<file path="src/rtl/core/i2cbc_pkg.sv">
// Shared types, register indexes and reset values for the I2C bus clear sequencer.
package i2cbc_pkg;

   localparam int unsigned CsrAddrW = 2;
   localparam int unsigned CsrDataW = 8;

   localparam logic [CsrAddrW-1:0] CSR_SCL_WAIT_LIMIT = 2'd0;
   localparam logic [CsrAddrW-1:0] CSR_MAX_PULSES     = 2'd1;
   localparam logic [CsrAddrW-1:0] CSR_SETTLE_TICKS   = 2'd2;

   localparam logic [7:0] SCL_WAIT_LIMIT_RST = 8'd10;
   localparam logic [3:0] MAX_PULSES_RST     = 4'd9;
   localparam logic [7:0] SETTLE_TICKS_RST   = 8'd1;

   typedef enum logic [3:0] {
      PH_IDLE      = 4'd0,
      PH_SET0      = 4'd1,
      PH_WAIT0     = 4'd2,
      PH_LOW       = 4'd3,
      PH_PWAIT     = 4'd4,
      PH_PSET      = 4'd5,
      PH_STOP_LOW  = 4'd6,
      PH_STOP_WAIT = 4'd7,
      PH_STOP_SET  = 4'd8,
      PH_STOP_REL  = 4'd9
   } phase_type;

   typedef struct packed {
      logic [7:0] scl_wait_limit;
      logic [3:0] max_pulses;
      logic [7:0] settle_ticks;
   } cfg_type;

   typedef struct packed {
      phase_type  phase;
      logic [7:0] wait_count;
      logic [7:0] settle_count;
      logic [3:0] pulse_count;
      logic       clock_ok;
      logic       scl_free;
      logic       sda_free;
   } seq_state_type;

   typedef struct packed {
      logic scl_release;
      logic sda_release;
      logic busy;
      logic done;
      logic free_res;
   } seq_result_type;

endpackage

</file>
<file path="src/rtl/core/i2cbc_step.sv">
// Next-state and result logic for one tick of the bus clear sequence.
module i2cbc_step import i2cbc_pkg::*; (
   input  cfg_type        cfg,
   input  seq_state_type  cur,
   input  logic           start_req,
   input  logic           scl_level,
   input  logic           sda_level,
   output seq_state_type  nxt,
   output seq_result_type res
);

   logic [7:0] settle_inc;
   logic [7:0] wait_inc;
   logic       settle_end;
   logic       scl_stuck;
   logic       more_pulses;
   logic       done;
   logic       free_flag;

   always_comb begin
      settle_inc  = cur.settle_count + 8'd1;
      wait_inc    = cur.wait_count + 8'd1;
      settle_end  = (settle_inc >= cfg.settle_ticks);
      scl_stuck   = !scl_level && (cur.wait_count >= cfg.scl_wait_limit);
      more_pulses = !sda_level && (cur.pulse_count < cfg.max_pulses);
      done        = 1'b0;
      free_flag   = 1'b0;
      nxt         = cur;

      case (cur.phase)
         PH_IDLE: begin
            nxt.scl_free = 1'b1;
            nxt.sda_free = 1'b1;
            if (start_req) begin
               nxt.wait_count   = '0;
               nxt.settle_count = '0;
               nxt.pulse_count  = '0;
               nxt.clock_ok     = 1'b1;
               nxt.phase        = PH_SET0;
            end
         end
         PH_SET0, PH_LOW, PH_PSET, PH_STOP_LOW, PH_STOP_SET, PH_STOP_REL: begin
            nxt.settle_count = settle_end ? 8'd0 : settle_inc;
            if (settle_end) begin
               case (cur.phase)
                  PH_SET0: begin
                     nxt.wait_count = '0;
                     nxt.phase      = PH_WAIT0;
                  end
                  PH_LOW: begin
                     nxt.scl_free   = 1'b1;
                     nxt.wait_count = '0;
                     nxt.phase      = PH_PWAIT;
                  end
                  PH_STOP_LOW: begin
                     nxt.scl_free   = 1'b1;
                     nxt.wait_count = '0;
                     nxt.phase      = PH_STOP_WAIT;
                  end
                  PH_STOP_SET: begin
                     nxt.sda_free = 1'b1;
                     nxt.phase    = PH_STOP_REL;
                  end
                  PH_STOP_REL: begin
                     done      = 1'b1;
                     free_flag = cur.clock_ok & sda_level;
                  end
                  default: begin
                     // PH_PSET: clock is high, decide on another pulse or STOP
                     nxt.settle_count = '0;
                     nxt.scl_free     = 1'b0;
                     if (more_pulses) begin
                        nxt.pulse_count = cur.pulse_count + 4'd1;
                        nxt.phase       = PH_LOW;
                     end else begin
                        nxt.sda_free = 1'b0;
                        nxt.phase    = PH_STOP_LOW;
                     end
                  end
               endcase
            end
         end
         PH_WAIT0, PH_PWAIT: begin
            if (scl_level) begin
               nxt.wait_count   = '0;
               nxt.settle_count = '0;
               if (cur.phase == PH_WAIT0) begin
                  nxt.scl_free = 1'b0;
                  if (more_pulses) begin
                     nxt.pulse_count = cur.pulse_count + 4'd1;
                     nxt.phase       = PH_LOW;
                  end else begin
                     nxt.sda_free = 1'b0;
                     nxt.phase    = PH_STOP_LOW;
                  end
               end else begin
                  nxt.phase = PH_PSET;
               end
            end else if (scl_stuck) begin
               nxt.wait_count = '0;
               nxt.clock_ok   = 1'b0;
               done           = 1'b1;
            end else begin
               nxt.wait_count = wait_inc;
            end
         end
         PH_STOP_WAIT: begin
            if (scl_level || scl_stuck) begin
               // a stuck clock still finishes the STOP, only marks the failure
               if (!scl_level) nxt.clock_ok = 1'b0;
               nxt.wait_count   = '0;
               nxt.settle_count = '0;
               nxt.phase        = PH_STOP_SET;
            end else begin
               nxt.wait_count = wait_inc;
            end
         end
         default: begin
            nxt.phase    = PH_IDLE;
            nxt.scl_free = 1'b1;
            nxt.sda_free = 1'b1;
         end
      endcase

      if (done) begin
         nxt.phase        = PH_IDLE;
         nxt.scl_free     = 1'b1;
         nxt.sda_free     = 1'b1;
         nxt.wait_count   = '0;
         nxt.settle_count = '0;
      end

      res.scl_release = nxt.scl_free;
      res.sda_release = nxt.sda_free;
      res.busy        = (nxt.phase != PH_IDLE);
      res.done        = done;
      res.free_res    = free_flag;
   end

endmodule

</file>
<file path="src/rtl/core/i2c_bus_clear_sequencer.sv">
// Top level of the I2C bus clear sequencer: config registers, sequence state, result register.
//
//   channel | direction | fields                                        | handshake
//   req     | in        | start_req scl_level sda_level                 | req_valid/req_ready
//   rsp     | out       | scl_release sda_release busy_res done_res     | rsp_valid/rsp_ready
//           |           | free_res                                      |
//   csr     | in        | csr_addr csr_wdata                            | csr_we, no wait
//
// One request per cycle: each accepted tick updates the sequence state and loads one
// result into the output register in the same cycle. req_ready is high while the
// output register is empty or being drained, so a stalled rsp side holds one result
// and stops requests; nothing else stalls. Synchronous reset puts the sequencer idle
// with both lines released and restores the register reset values.
module i2c_bus_clear_sequencer import i2cbc_pkg::*; (
   input  logic                clock,
   input  logic                reset,
   input  logic                req_valid,
   output logic                req_ready,
   input  logic                req_start_req,
   input  logic                req_scl_level,
   input  logic                req_sda_level,
   output logic                rsp_valid,
   input  logic                rsp_ready,
   output logic                rsp_scl_release,
   output logic                rsp_sda_release,
   output logic                rsp_busy_res,
   output logic                rsp_done_res,
   output logic                rsp_free_res,
   input  logic                csr_we,
   input  logic [CsrAddrW-1:0] csr_addr,
   input  logic [CsrDataW-1:0] csr_wdata
);

   cfg_type        cfg_ff;
   seq_state_type  state_ff;
   seq_state_type  state_in;
   seq_result_type res_ff;
   seq_result_type res_in;
   logic           rsp_valid_ff;
   logic           req_take;

   assign req_ready = !rsp_valid_ff || rsp_ready;
   assign req_take  = req_valid && req_ready;

   i2cbc_step u_step (
      .cfg       (cfg_ff),
      .cur       (state_ff),
      .start_req (req_start_req),
      .scl_level (req_scl_level),
      .sda_level (req_sda_level),
      .nxt       (state_in),
      .res       (res_in)
   );

   always_ff @(posedge clock) begin
      if (reset) begin
         cfg_ff.scl_wait_limit <= SCL_WAIT_LIMIT_RST;
         cfg_ff.max_pulses     <= MAX_PULSES_RST;
         cfg_ff.settle_ticks   <= SETTLE_TICKS_RST;
      end else if (csr_we) begin
         case (csr_addr)
            CSR_SCL_WAIT_LIMIT: cfg_ff.scl_wait_limit <= csr_wdata;
            CSR_MAX_PULSES:     cfg_ff.max_pulses     <= csr_wdata[3:0];
            CSR_SETTLE_TICKS:   cfg_ff.settle_ticks   <= csr_wdata;
            default: ;
         endcase
      end
   end

   always_ff @(posedge clock) begin
      if (reset) begin
         state_ff.phase        <= PH_IDLE;
         state_ff.wait_count   <= '0;
         state_ff.settle_count <= '0;
         state_ff.pulse_count  <= '0;
         state_ff.clock_ok     <= 1'b1;
         state_ff.scl_free     <= 1'b1;
         state_ff.sda_free     <= 1'b1;
      end else if (req_take) begin
         state_ff <= state_in;
      end
   end

   always_ff @(posedge clock) begin
      if (reset) begin
         rsp_valid_ff <= 1'b0;
      end else if (req_take) begin
         rsp_valid_ff <= 1'b1;
      end else if (rsp_ready) begin
         rsp_valid_ff <= 1'b0;
      end
   end

   // payload only, no reset needed
   always_ff @(posedge clock) begin
      if (req_take) begin
         res_ff <= res_in;
      end
   end

   assign rsp_valid       = rsp_valid_ff;
   assign rsp_scl_release = res_ff.scl_release;
   assign rsp_sda_release = res_ff.sda_release;
   assign rsp_busy_res    = res_ff.busy;
   assign rsp_done_res    = res_ff.done;
   assign rsp_free_res    = res_ff.free_res;

   a_free_needs_done: assert property (@(posedge clock) disable iff (reset)
      rsp_valid && rsp_free_res |-> rsp_done_res)
      else $error("free flag reported without done");

   a_done_releases: assert property (@(posedge clock) disable iff (reset)
      rsp_valid && rsp_done_res |-> rsp_scl_release && rsp_sda_release && !rsp_busy_res)
      else $error("done result with a line still driven or busy set");

   a_idle_released: assert property (@(posedge clock) disable iff (reset)
      state_ff.phase == PH_IDLE |-> state_ff.scl_free && state_ff.sda_free)
      else $error("idle sequencer is driving a line");

   a_result_tracks_state: assert property (@(posedge clock) disable iff (reset)
      req_take |=> rsp_busy_res == (state_ff.phase != PH_IDLE))
      else $error("busy result disagrees with sequence phase");

endmodule

</file>
<file path="config.mk">
export PLATFORM = sky130hd
export DESIGN_NAME = i2c_bus_clear_sequencer
export DESIGN_NICKNAME = d
export VERILOG_FILES = /design/src/rtl/core/i2cbc_pkg.sv /design/src/rtl/core/i2cbc_step.sv /design/src/rtl/core/i2c_bus_clear_sequencer.sv
export SDC_FILE = /design/constraint.sdc
export NUM_CORES = 1
export LEC_CHECK = 0
export BUFFER_PORTS_ARGS = -buffer_cell sky130_fd_sc_hd__buf_4
export CORE_ASPECT_RATIO = 0.8
export CORE_MARGIN = 4
export CORE_UTILIZATION = 45
export DETAILED_ROUTE_END_ITERATION = 7
export PLACE_DENSITY = 0.67
export RECOVER_POWER = 25
export SYNTH_ARGS = -nofsm -noshare
export SYNTH_HDL_FRONTEND = slang
export SYNTH_HIERARCHICAL = 1
export SYNTH_SLANG_ARGS = --single-unit
</file>
<file path="constraint.sdc">
create_clock -name clock -period 8.8 [get_ports clock]
set_input_delay 1.76 -clock clock [delete_from_list [all_inputs] [get_ports clock]]
set_output_delay 1.76 -clock clock [all_outputs]
set_load 0.02 [all_outputs]
</file>
==> impl_metrics.toml, run 1 <==
[final_layout]
final_cell_mix = "dfxtp_1, nor2_1, nand2_1, nand3_1, a21oi_1"
antenna_cells = 0
drive_above_1_share = 0.140
area_delta_synth_final_pct = 3.61
fin_cells = 596
final_common_cell = "dfxtp_1"
nets = 524

[place]
placed_cells = 589
portBuffers = 24
dp_hpwl_um = 6510
gp_routability_congestion = 0.894

[clocking]
clock-root-buffer = "clkbuf_8"
path_clk_slew_ns = 0.08
htree_levels = 2
cts_tree = "yes"
cts_buffers = 5
clkSinkCount = 53
cts.path.max_buffers = 2
insertion_delay_ns = 0.32
postCtsResizedCells = 0
cts_setup_buffers = 0
ctsHoldBuffers = 0

[timing]
finalSetupViolCount = 0
report.final.slew_viol_count = 107
whs_ns = 0.462
skew_ns = 0.00995
maxSlewHeadroom = -0.939
setup_tns_ns = 0
worstMarginPinSlew_ns = 2.91
rsz0062_at_grt = "false"
hold_viol_final = 0
max_freq_mhz = 188
fin_crit_ns = 5.33
fin_crit_sh = 0.605

[worst_setup_path]
r2r-end = "state_ff[12]$_SDFFE_PP0P_"
r2r_start = "state_ff[7]$_SDFFE_PP0P_"
worstPathMaxFanout = 51
endpoint_kind = "output port"
r2r_slack_ns = 5.12
start_kind = "input port"
rr_worst_depth = 12
cp.required_ns = 7.04
worstSetupStartpoint = "rsp_ready"
path_class = "in -> out"
arrival_ns = 3.57

[min_path]
hold_class = "reg -> reg"
min-delay-start = "cfg_ff[7]$_SDFFE_PP0P_"
hold_depth = 2
hold_end = "cfg_ff[7]$_SDFFE_PP0P_"

[route]
vias = 3497
drc_errors = 0
routed_wirelength_um = 9420
avgRoutedWirePerCell_um = 15.8
via_per_inst = 5.87
final_antenna_net_count = 0
firstDrtPassIters = 5
first_iter_violations = 296

[global_routing]
grt_usage = 0.185
antenna_found_initial = 0
grt_max_degree = 55
grt_pass1_wl_um = 15900
grt_pass1_vias = 3192
grt-ovfl-total = 0

[synth]
ys_warn_count = 6
syn_area_per_cell_sq_um = 8.23
synth_seq_cells = 53
yosysTopAreaCell = "dfxtp_1"
synth_area_sq_mm = 0.00403
yosys-top-cells-area = "dfxtp_1, ha_1, a21bo_1"
ys_types = 68
yosysSeqAreaShare = 0.276
synth-edff-count = 5
syn-num-nets = 529
ys_async_sr_fraction = 0
yosysTopAreaCellShare = 0.239
ys.flop_type = "dfxtp_1"
syn-instance-count = 489

[floorplanning]
die_y_um = 92.6
dieArea_sq_mm = 0.0105
initial_core_util = 0.468
io_pins = 25
core_area_sq_mm = 0.00860
dieWidth_um = 114
rows = 30

[power_and_ir_drop]
vdd_drop_max_mv = 0.0669
power_density_mw_per_mm2 = 116
power.leakage_uw = 0.00156

[outcome]
status = "finished, violations left"
violations = "capacitance limit, slew limit"

[job]
cap_violations = 2
[Yosys cell counts, types with 3 or more instances]
master / number
clkbuf_1: 6
xor2_1: 3
a311oi_1: 3
nand3_1: 36
a21oi_1: 34
buf_1: 3
a21oi_2: 19
buf_6: 8
buf_2: 13
nand2b_1: 8
o21a_1: 3
mux2i_1: 12
inv_1: 27
a22oi_1: 4
nor2_1: 42
or2b_1: 3
a21bo_1: 24
dfxtp_1: 48
and3b_1: 3
edfxtp_1: 5
a21o_1: 5
nor4_1: 6
o21ai_0: 20
and3_1: 5
buf_4: 8
nor2b_1: 3
nand2b_4: 3
a31oi_1: 9
or3_1: 4
a211oi_1: 3
nor3_1: 10
ha_1: 22
xnor2_1: 4
nand2_1: 41
[sequential cells by signal, indices dropped and copies added, names as in the netlist]
| signal | count |
|---|---|
| rsp_scl_release | 1 |
| state_ff | 27 |
| rsp_busy_res | 1 |
| rsp_done_res | 1 |
| cfg_ff | 20 |
| rsp_valid | 1 |
| rsp_sda_release | 1 |
| rsp_free_res | 1 |
[cell families after synthesis]
logic type               Yosys count  share of synthesized area
XOR/XNOR                           7                     0.0152
multiplexers                      13                     0.0336
adder cells (fa/ha/maj)           22                     0.0684
AND/OR/NAND/NOR                  176                      0.227
buffers and inverters             66                     0.0880
AO/OA/AOI/OAI                    152                      0.292
flip-flops                        53                      0.276
[critical path, stage by stage]
cell and delay (ns):
buf_4 0.07, nand2b_1 1.38, buf_4 0.35
[power breakdown]
group	leakage, uW	internal (uW)	switching [uW]
clock network	0.0000410	54.4	81.1
registers	0.000435	250	6.60
logic	0.00109	34.0	57.2
total	0.00156	338	145
[metrics by stage]
stage / setup WS [ns] / util / power (uW) / instance area, sq um
after CTS: 4.49 / 0.487 / 491 / 4190
after global routing: 3.30 / 0.485 / 510 / 4170
after floorplan: 4.85 / - / 333 / 4030
after global placement: 4.52 / 0.478 / 351 / 4110
after detailed placement: 4.50 / 0.478 / 353 / 4110
final: 3.47 / 0.485 / 483 / 4170
[layout make-up]
| class | count | area (sq um) |
|---|---|---|
| multi-input combinational | 370 | 2550 |
| fill | 868 | 4430 |
| clock inverter | 1 | 5.00 |
| inverter | 28 | 105 |
| timing repair buffer | 26 | 184 |
| tap | 112 | 140 |
| sequential | 53 | 1110 |
| clock buffer | 6 | 72.6 |
[per-layer routing]
metal / track usage / share of wire / vias up
met5: 0 / 0 / -
met4: 0.0541 / 0.013 / 0
met3: 0.0327 / 0.054 / 11
li1: - / - / 1740
met2: 0.281 / 0.44 / 91
met1: 0.265 / 0.49 / 1655
[how the worst max path moves through the flow]
stage	end	slack, ns	cells after the start
after detailed placement	req_ready	4.50	3
after floorplan	req_ready	4.85	3
after global routing	req_ready	3.30	3
after global placement	req_ready	4.52	3
final	req_ready	3.47	3
after CTS	req_ready	4.49	3
Power figures use the tool's default switching activity.
==> run 2: changes to the inputs <==
- clock period: 8.8 -> 5.2 ns (I/O delays scaled with it)
==> run 2 against run 1 <==
The flow still finishes with violations (capacitance limit, slew limit); sequential power is 69% higher; final area hardly changed; worst hold slack about the same; first-iteration DRC count is 8.4% higher; critical path type unchanged; via count increased by 0.89%; largest power group unchanged; non-clock buffer count is 1 lower; clock power up 71%; die area unchanged.
==> impl_metrics.toml, run 2 (synthesis results as in run 1) <==
[outcome]
status = "finished, violations left"
violations = "capacitance limit, slew limit"

[worst_setup_path]
cp_cell_sequence = "buf_4, nand2b_1, buf_4"
arrival_ns = 2.88
endpoint_kind = "output port"
path_buf_inv = 2
crit_top_cell = "buf_4"
path_class = "in -> out"
worstPathMaxFanout = 51
start_kind = "input port"
cp.required_ns = 4.16
crit_family = "simple AND/OR/NAND/NOR gates"
crit_path_top_delay_cell = "nand2b_1"
cpPeakStageDelay_ns = 1.42

[power_and_ir_drop]
p_sw_uw = 243
p_sw_frac = 0.296
power.leakage_uw = 0.00156
vdd_drop_max_mv = 0.116
p_comb_frac = 0.189
power_frac_clock = 0.281
p_seq_frac = 0.530
power_density_mw_per_mm2 = 197
power_uw = 820
p_int_uw = 577

[timing]
maxSlewHeadroom = -0.932
finalSetupViolCount = 0
setup_tns_ns = 0
report.final.slew_viol_count = 107
max_freq_mhz = 255
whs_ns = 0.462
fin_crit_sh = 0.755
hold_viol_final = 0
skew_ns = 0.00420
fin_crit_ns = 3.92
worstMarginPinSlew_ns = 2.90
rsz0062_at_grt = "false"

[route]
via_per_inst = 5.92
firstDrtPassIters = 5
avgRoutedWirePerCell_um = 15.9
routed_wirelength_um = 9470
final_antenna_net_count = 0
vias = 3528
drc_errors = 0
first_iter_violations = 321

[global_routing]
grt_usage = 0.188
grt_pass1_wl_um = 16500
antenna_found_initial = 0
grt-busiest-layer = "met2"
met2_usage = 0.289
grt_max_degree = 55
grt-ovfl-total = 0
use_met3 = 0.0300
grtUsageMet1 = 0.273
grt_pass1_vias = 3389

[floorplanning]
rows = 30
dieArea_sq_mm = 0.0105
core_area_sq_mm = 0.00860
die_y_um = 92.6
initial_core_util = 0.468
io_pins = 25
dieWidth_um = 114

[final_layout]
n_fill_cell = 864
largest_register_ffs = 27
multi_input_area_sq_mm = 0.00255
fin_cells = 596
top_regs = "state_ff (27), cfg_ff (20)"
seq_area_sq_mm = 0.00111
top_register = "state_ff"
drive_above_1_share = 0.138
final_cell_mix = "dfxtp_1, nor2_1, nand2_1, nand3_1, a21oi_1"
area_delta_synth_final_pct = 3.57
antenna_cells = 0
final_common_cell = "dfxtp_1"
nets = 523

[clocking]
clock-root-buffer = "clkbuf_8"
ctsHoldBuffers = 0
postCtsResizedCells = 0
clkSinkCount = 53
path_clk_slew_ns = 0.09
htree_levels = 2
cts_tree = "yes"
cts.path.max_buffers = 2
insertion_delay_ns = 0.30
cts_buffers = 5
cts_setup_buffers = 0

[place]
placed_cells = 588
gp_routability_congestion = 0.937
dp_hpwl_um = 6660
portBuffers = 24

[job]
cap_violations = 2

[min_path]
hold_class = "reg -> reg"
## run 2: cell count changes in the layout (fill, tap and decap cells not counted)
cell and delta:
clkbuf_1 +1, clkinv_2 -1
## run 2: cell type report
class,count,area share
Clock buffer,8,0.0192
Tap cell,112,0.0336
Multi-Input combinational cell,370,0.612
Timing Repair Buffer,25,0.0432
Inverter,28,0.0252
Sequential cell,53,0.267
## run 2: metal layers
metal / part of all wire / up-vias
met3: 0.059 / 8
met2: 0.45 / 118
met1: 0.49 / 1668
li1: - / 1734
met5: 0 / -
met4: 0.0094 / 0
## run 2: metrics by stage
step	setup slack (ns)	utilization	instance area [sq um]
final	1.28	0.485	4170
after global routing	1.11	0.485	4170
after CTS	1.78	0.487	4180
after detailed placement	1.80	0.477	4100
after global placement	1.91	0.477	4100
after floorplan	2.26	-	4030
## run 2: worst min-delay path: stages, from the launching register on
cell     delay (ns)
dfxtp_1        0.32
nand2_1        0.05
a21oi_1        0.05
## run 2: path summary, 6_finish.rpt
kind | startpoint | to | slack, ns | cells past startpoint
setup / recovery | rsp_ready | req_ready | 1.28 | 3
hold reg to reg | cfg_ff[3]$_SDFFE_PP0P_ | cfg_ff[3]$_SDFFE_PP0P_ | 0.46 | 2
hold / removal | cfg_ff[3]$_SDFFE_PP0P_ | cfg_ff[3]$_SDFFE_PP0P_ | 0.46 | 2
setup reg to reg | state_ff[9]$_SDFFE_PP0P_ | state_ff[18]$_SDFFE_PP0P_ | 1.62 | 12
## run 2: power by group through the flow
stage / Combinational, uW / Sequential, uW / Clock (uW)
final: 155 / 435 / 231
after global routing: 171 / 437 / 254
after CTS: 154 / 435 / 240
after detailed placement: 153 / 444 / 0
after global placement: 151 / 444 / 0
after floorplan: 122 / 441 / 0
==> run 3: changes to the inputs <==
- PLACE_DENSITY: 0.67 -> 0.69
- clock period: 5.2 -> 3.36 ns (I/O delays scaled with it)
==> run 3 against run 2 <==
The flow now finishes without violations; flip-flop and latch count unchanged; global-route usage up 0.15 points; clock power up 100%; wire length up 0.58%; critical path depth up 11; sequential share of layout area down 0.63 points; final cell count up 0.84%; non-clock buffer count up 5; core utilization up 1.2 points; final area up 2.4%; combinational power up 64%.
==> impl_metrics.toml, run 3 (synthesis results as in run 1) <==
[worst_setup_path]
r2r_slack_ns = 0.26
cp.required_ns = 3.57
worstPathMaxFanout = 11
start_kind = "flop"
arrival_ns = 3.31
path_class = "reg -> reg"
endpoint_kind = "flop"

[timing]
setup_tns_ns = 0
whs_ns = 0.467
hold_viol_final = 0
rsz0062_at_grt = "false"
report.final.slew_viol_count = 0
finalSetupViolCount = 0
fin_crit_sh = 0.923
max_freq_mhz = 323
maxSlewHeadroom = 0.451
worstMarginPinSlew_ns = 0.822
fin_crit_ns = 3.10
skew_ns = 0.0110

[floorplanning]
die_y_um = 92.6
io_pins = 25
dieArea_sq_mm = 0.0105
core_area_sq_mm = 0.00860
rows = 30
initial_core_util = 0.468
dieWidth_um = 114

[final_layout]
final_common_cell = "dfxtp_1"
final_cell_mix = "dfxtp_1, nand2_1, nor2_1, nand3_1, a21oi_1"
largest_register_ffs = 27
antenna_cells = 0
area_delta_synth_final_pct = 6.09
drive_above_1_share = 0.157
nets = 528
top_regs = "state_ff (27), cfg_ff (20)"
top_register = "state_ff"
final_util = 0.497

[clocking]
path_clk_slew_ns = 0.10
clock-root-buffer = "clkbuf_8"
htree_levels = 2
cts.path.max_buffers = 2
clkSinkCount = 53
cts_tree = "yes"
cts_buffers = 5
insertion_delay_ns = 0.32

[global_routing]
grt-ovfl-total = 0
grt_pass1_wl_um = 16500
grt_max_degree = 55
grt_pass1_vias = 3357
antenna_found_initial = 0
grt_usage = 0.189

[place]
dp_hpwl_um = 6670
portBuffers = 24
gp_routability_congestion = 0.925

[min_path]
hold_class = "reg -> reg"

[outcome]
status = "completed"

[route]
via_per_inst = 5.84
firstDrtPassIters = 5
avgRoutedWirePerCell_um = 15.8
vias = 3507
final_antenna_net_count = 0
drc_errors = 0
routed_wirelength_um = 9520
first_iter_violations = 371

[power_and_ir_drop]
power_density_mw_per_mm2 = 328
power.leakage_uw = 0.00161
vdd_drop_max_mv = 0.227

[job]
cap_violations = 0
## run 3: report_power, final
part           leakage (uW)  internal [uW]  switching, uW
logic               0.00111            100            154
clock network     0.0000574            243            230
registers          0.000435            655           18.2
total               0.00161            998            402
## run 3: final timing paths
path,startpoint,to,depth (start not counted)
max,state_ff[7]$_SDFFE_PP0P_,state_ff[1]$_SDFFE_PP1P_,14
max reg2reg,state_ff[7]$_SDFFE_PP0P_,state_ff[1]$_SDFFE_PP1P_,14
min reg2reg,cfg_ff[5]$_SDFFE_PP0P_,cfg_ff[5]$_SDFFE_PP0P_,2
min,cfg_ff[5]$_SDFFE_PP0P_,cfg_ff[5]$_SDFFE_PP0P_,2
## run 3: worst max-delay path, stage by stage, from the launching register on
cell	delay, ns
dfxtp_1	0.43
ha_1	0.26
nand3_1	0.19
xnor2_1	0.19
ha_1	0.22
nor4_1	0.32
buf_4	0.18
a211oi_4	0.06
buf_12	0.17
nor2_8	0.18
o21a_4	0.17
inv_2	0.11
a2111o_1	0.32
nor2_1	0.11
mux2i_1	0.08
## run 3: through the flow
step	cell area [sq um]	std cells	setup slack, ns	total power [uW]
after floorplan	4030	489	0.415	871
after global placement	4130	592	0.229	921
after detailed placement	4130	592	0.0714	927
after CTS	4250	600	0.0610	1400
after global routing	4270	601	0.0107	1460
final	4270	601	0.260	1400
## run 3: final cells by class
cell class                 count  area (sq um)
timing repair buffer          30           226
clock inverter                 2          37.5
tap                          112           140
fill                         838          4330
clock buffer                   6          82.6
sequential                    53          1110
inverter                      28           105
multi-input combinational    370          2570
## run 3: repair_timing
action                     CTS  global route
buffers inserted             0             1
setup endpoints to repair    0            25
hold buffers                 0             0
resized for setup            0             2
## run 3: metal layers
metal,part of all wire,vias to the layer above,track usage
met4,0.0092,0,0.0460
met1,0.49,1660,0.270
met2,0.44,94,0.288
met5,0,-,0
met3,0.058,9,0.0418
li1,-,1744,-
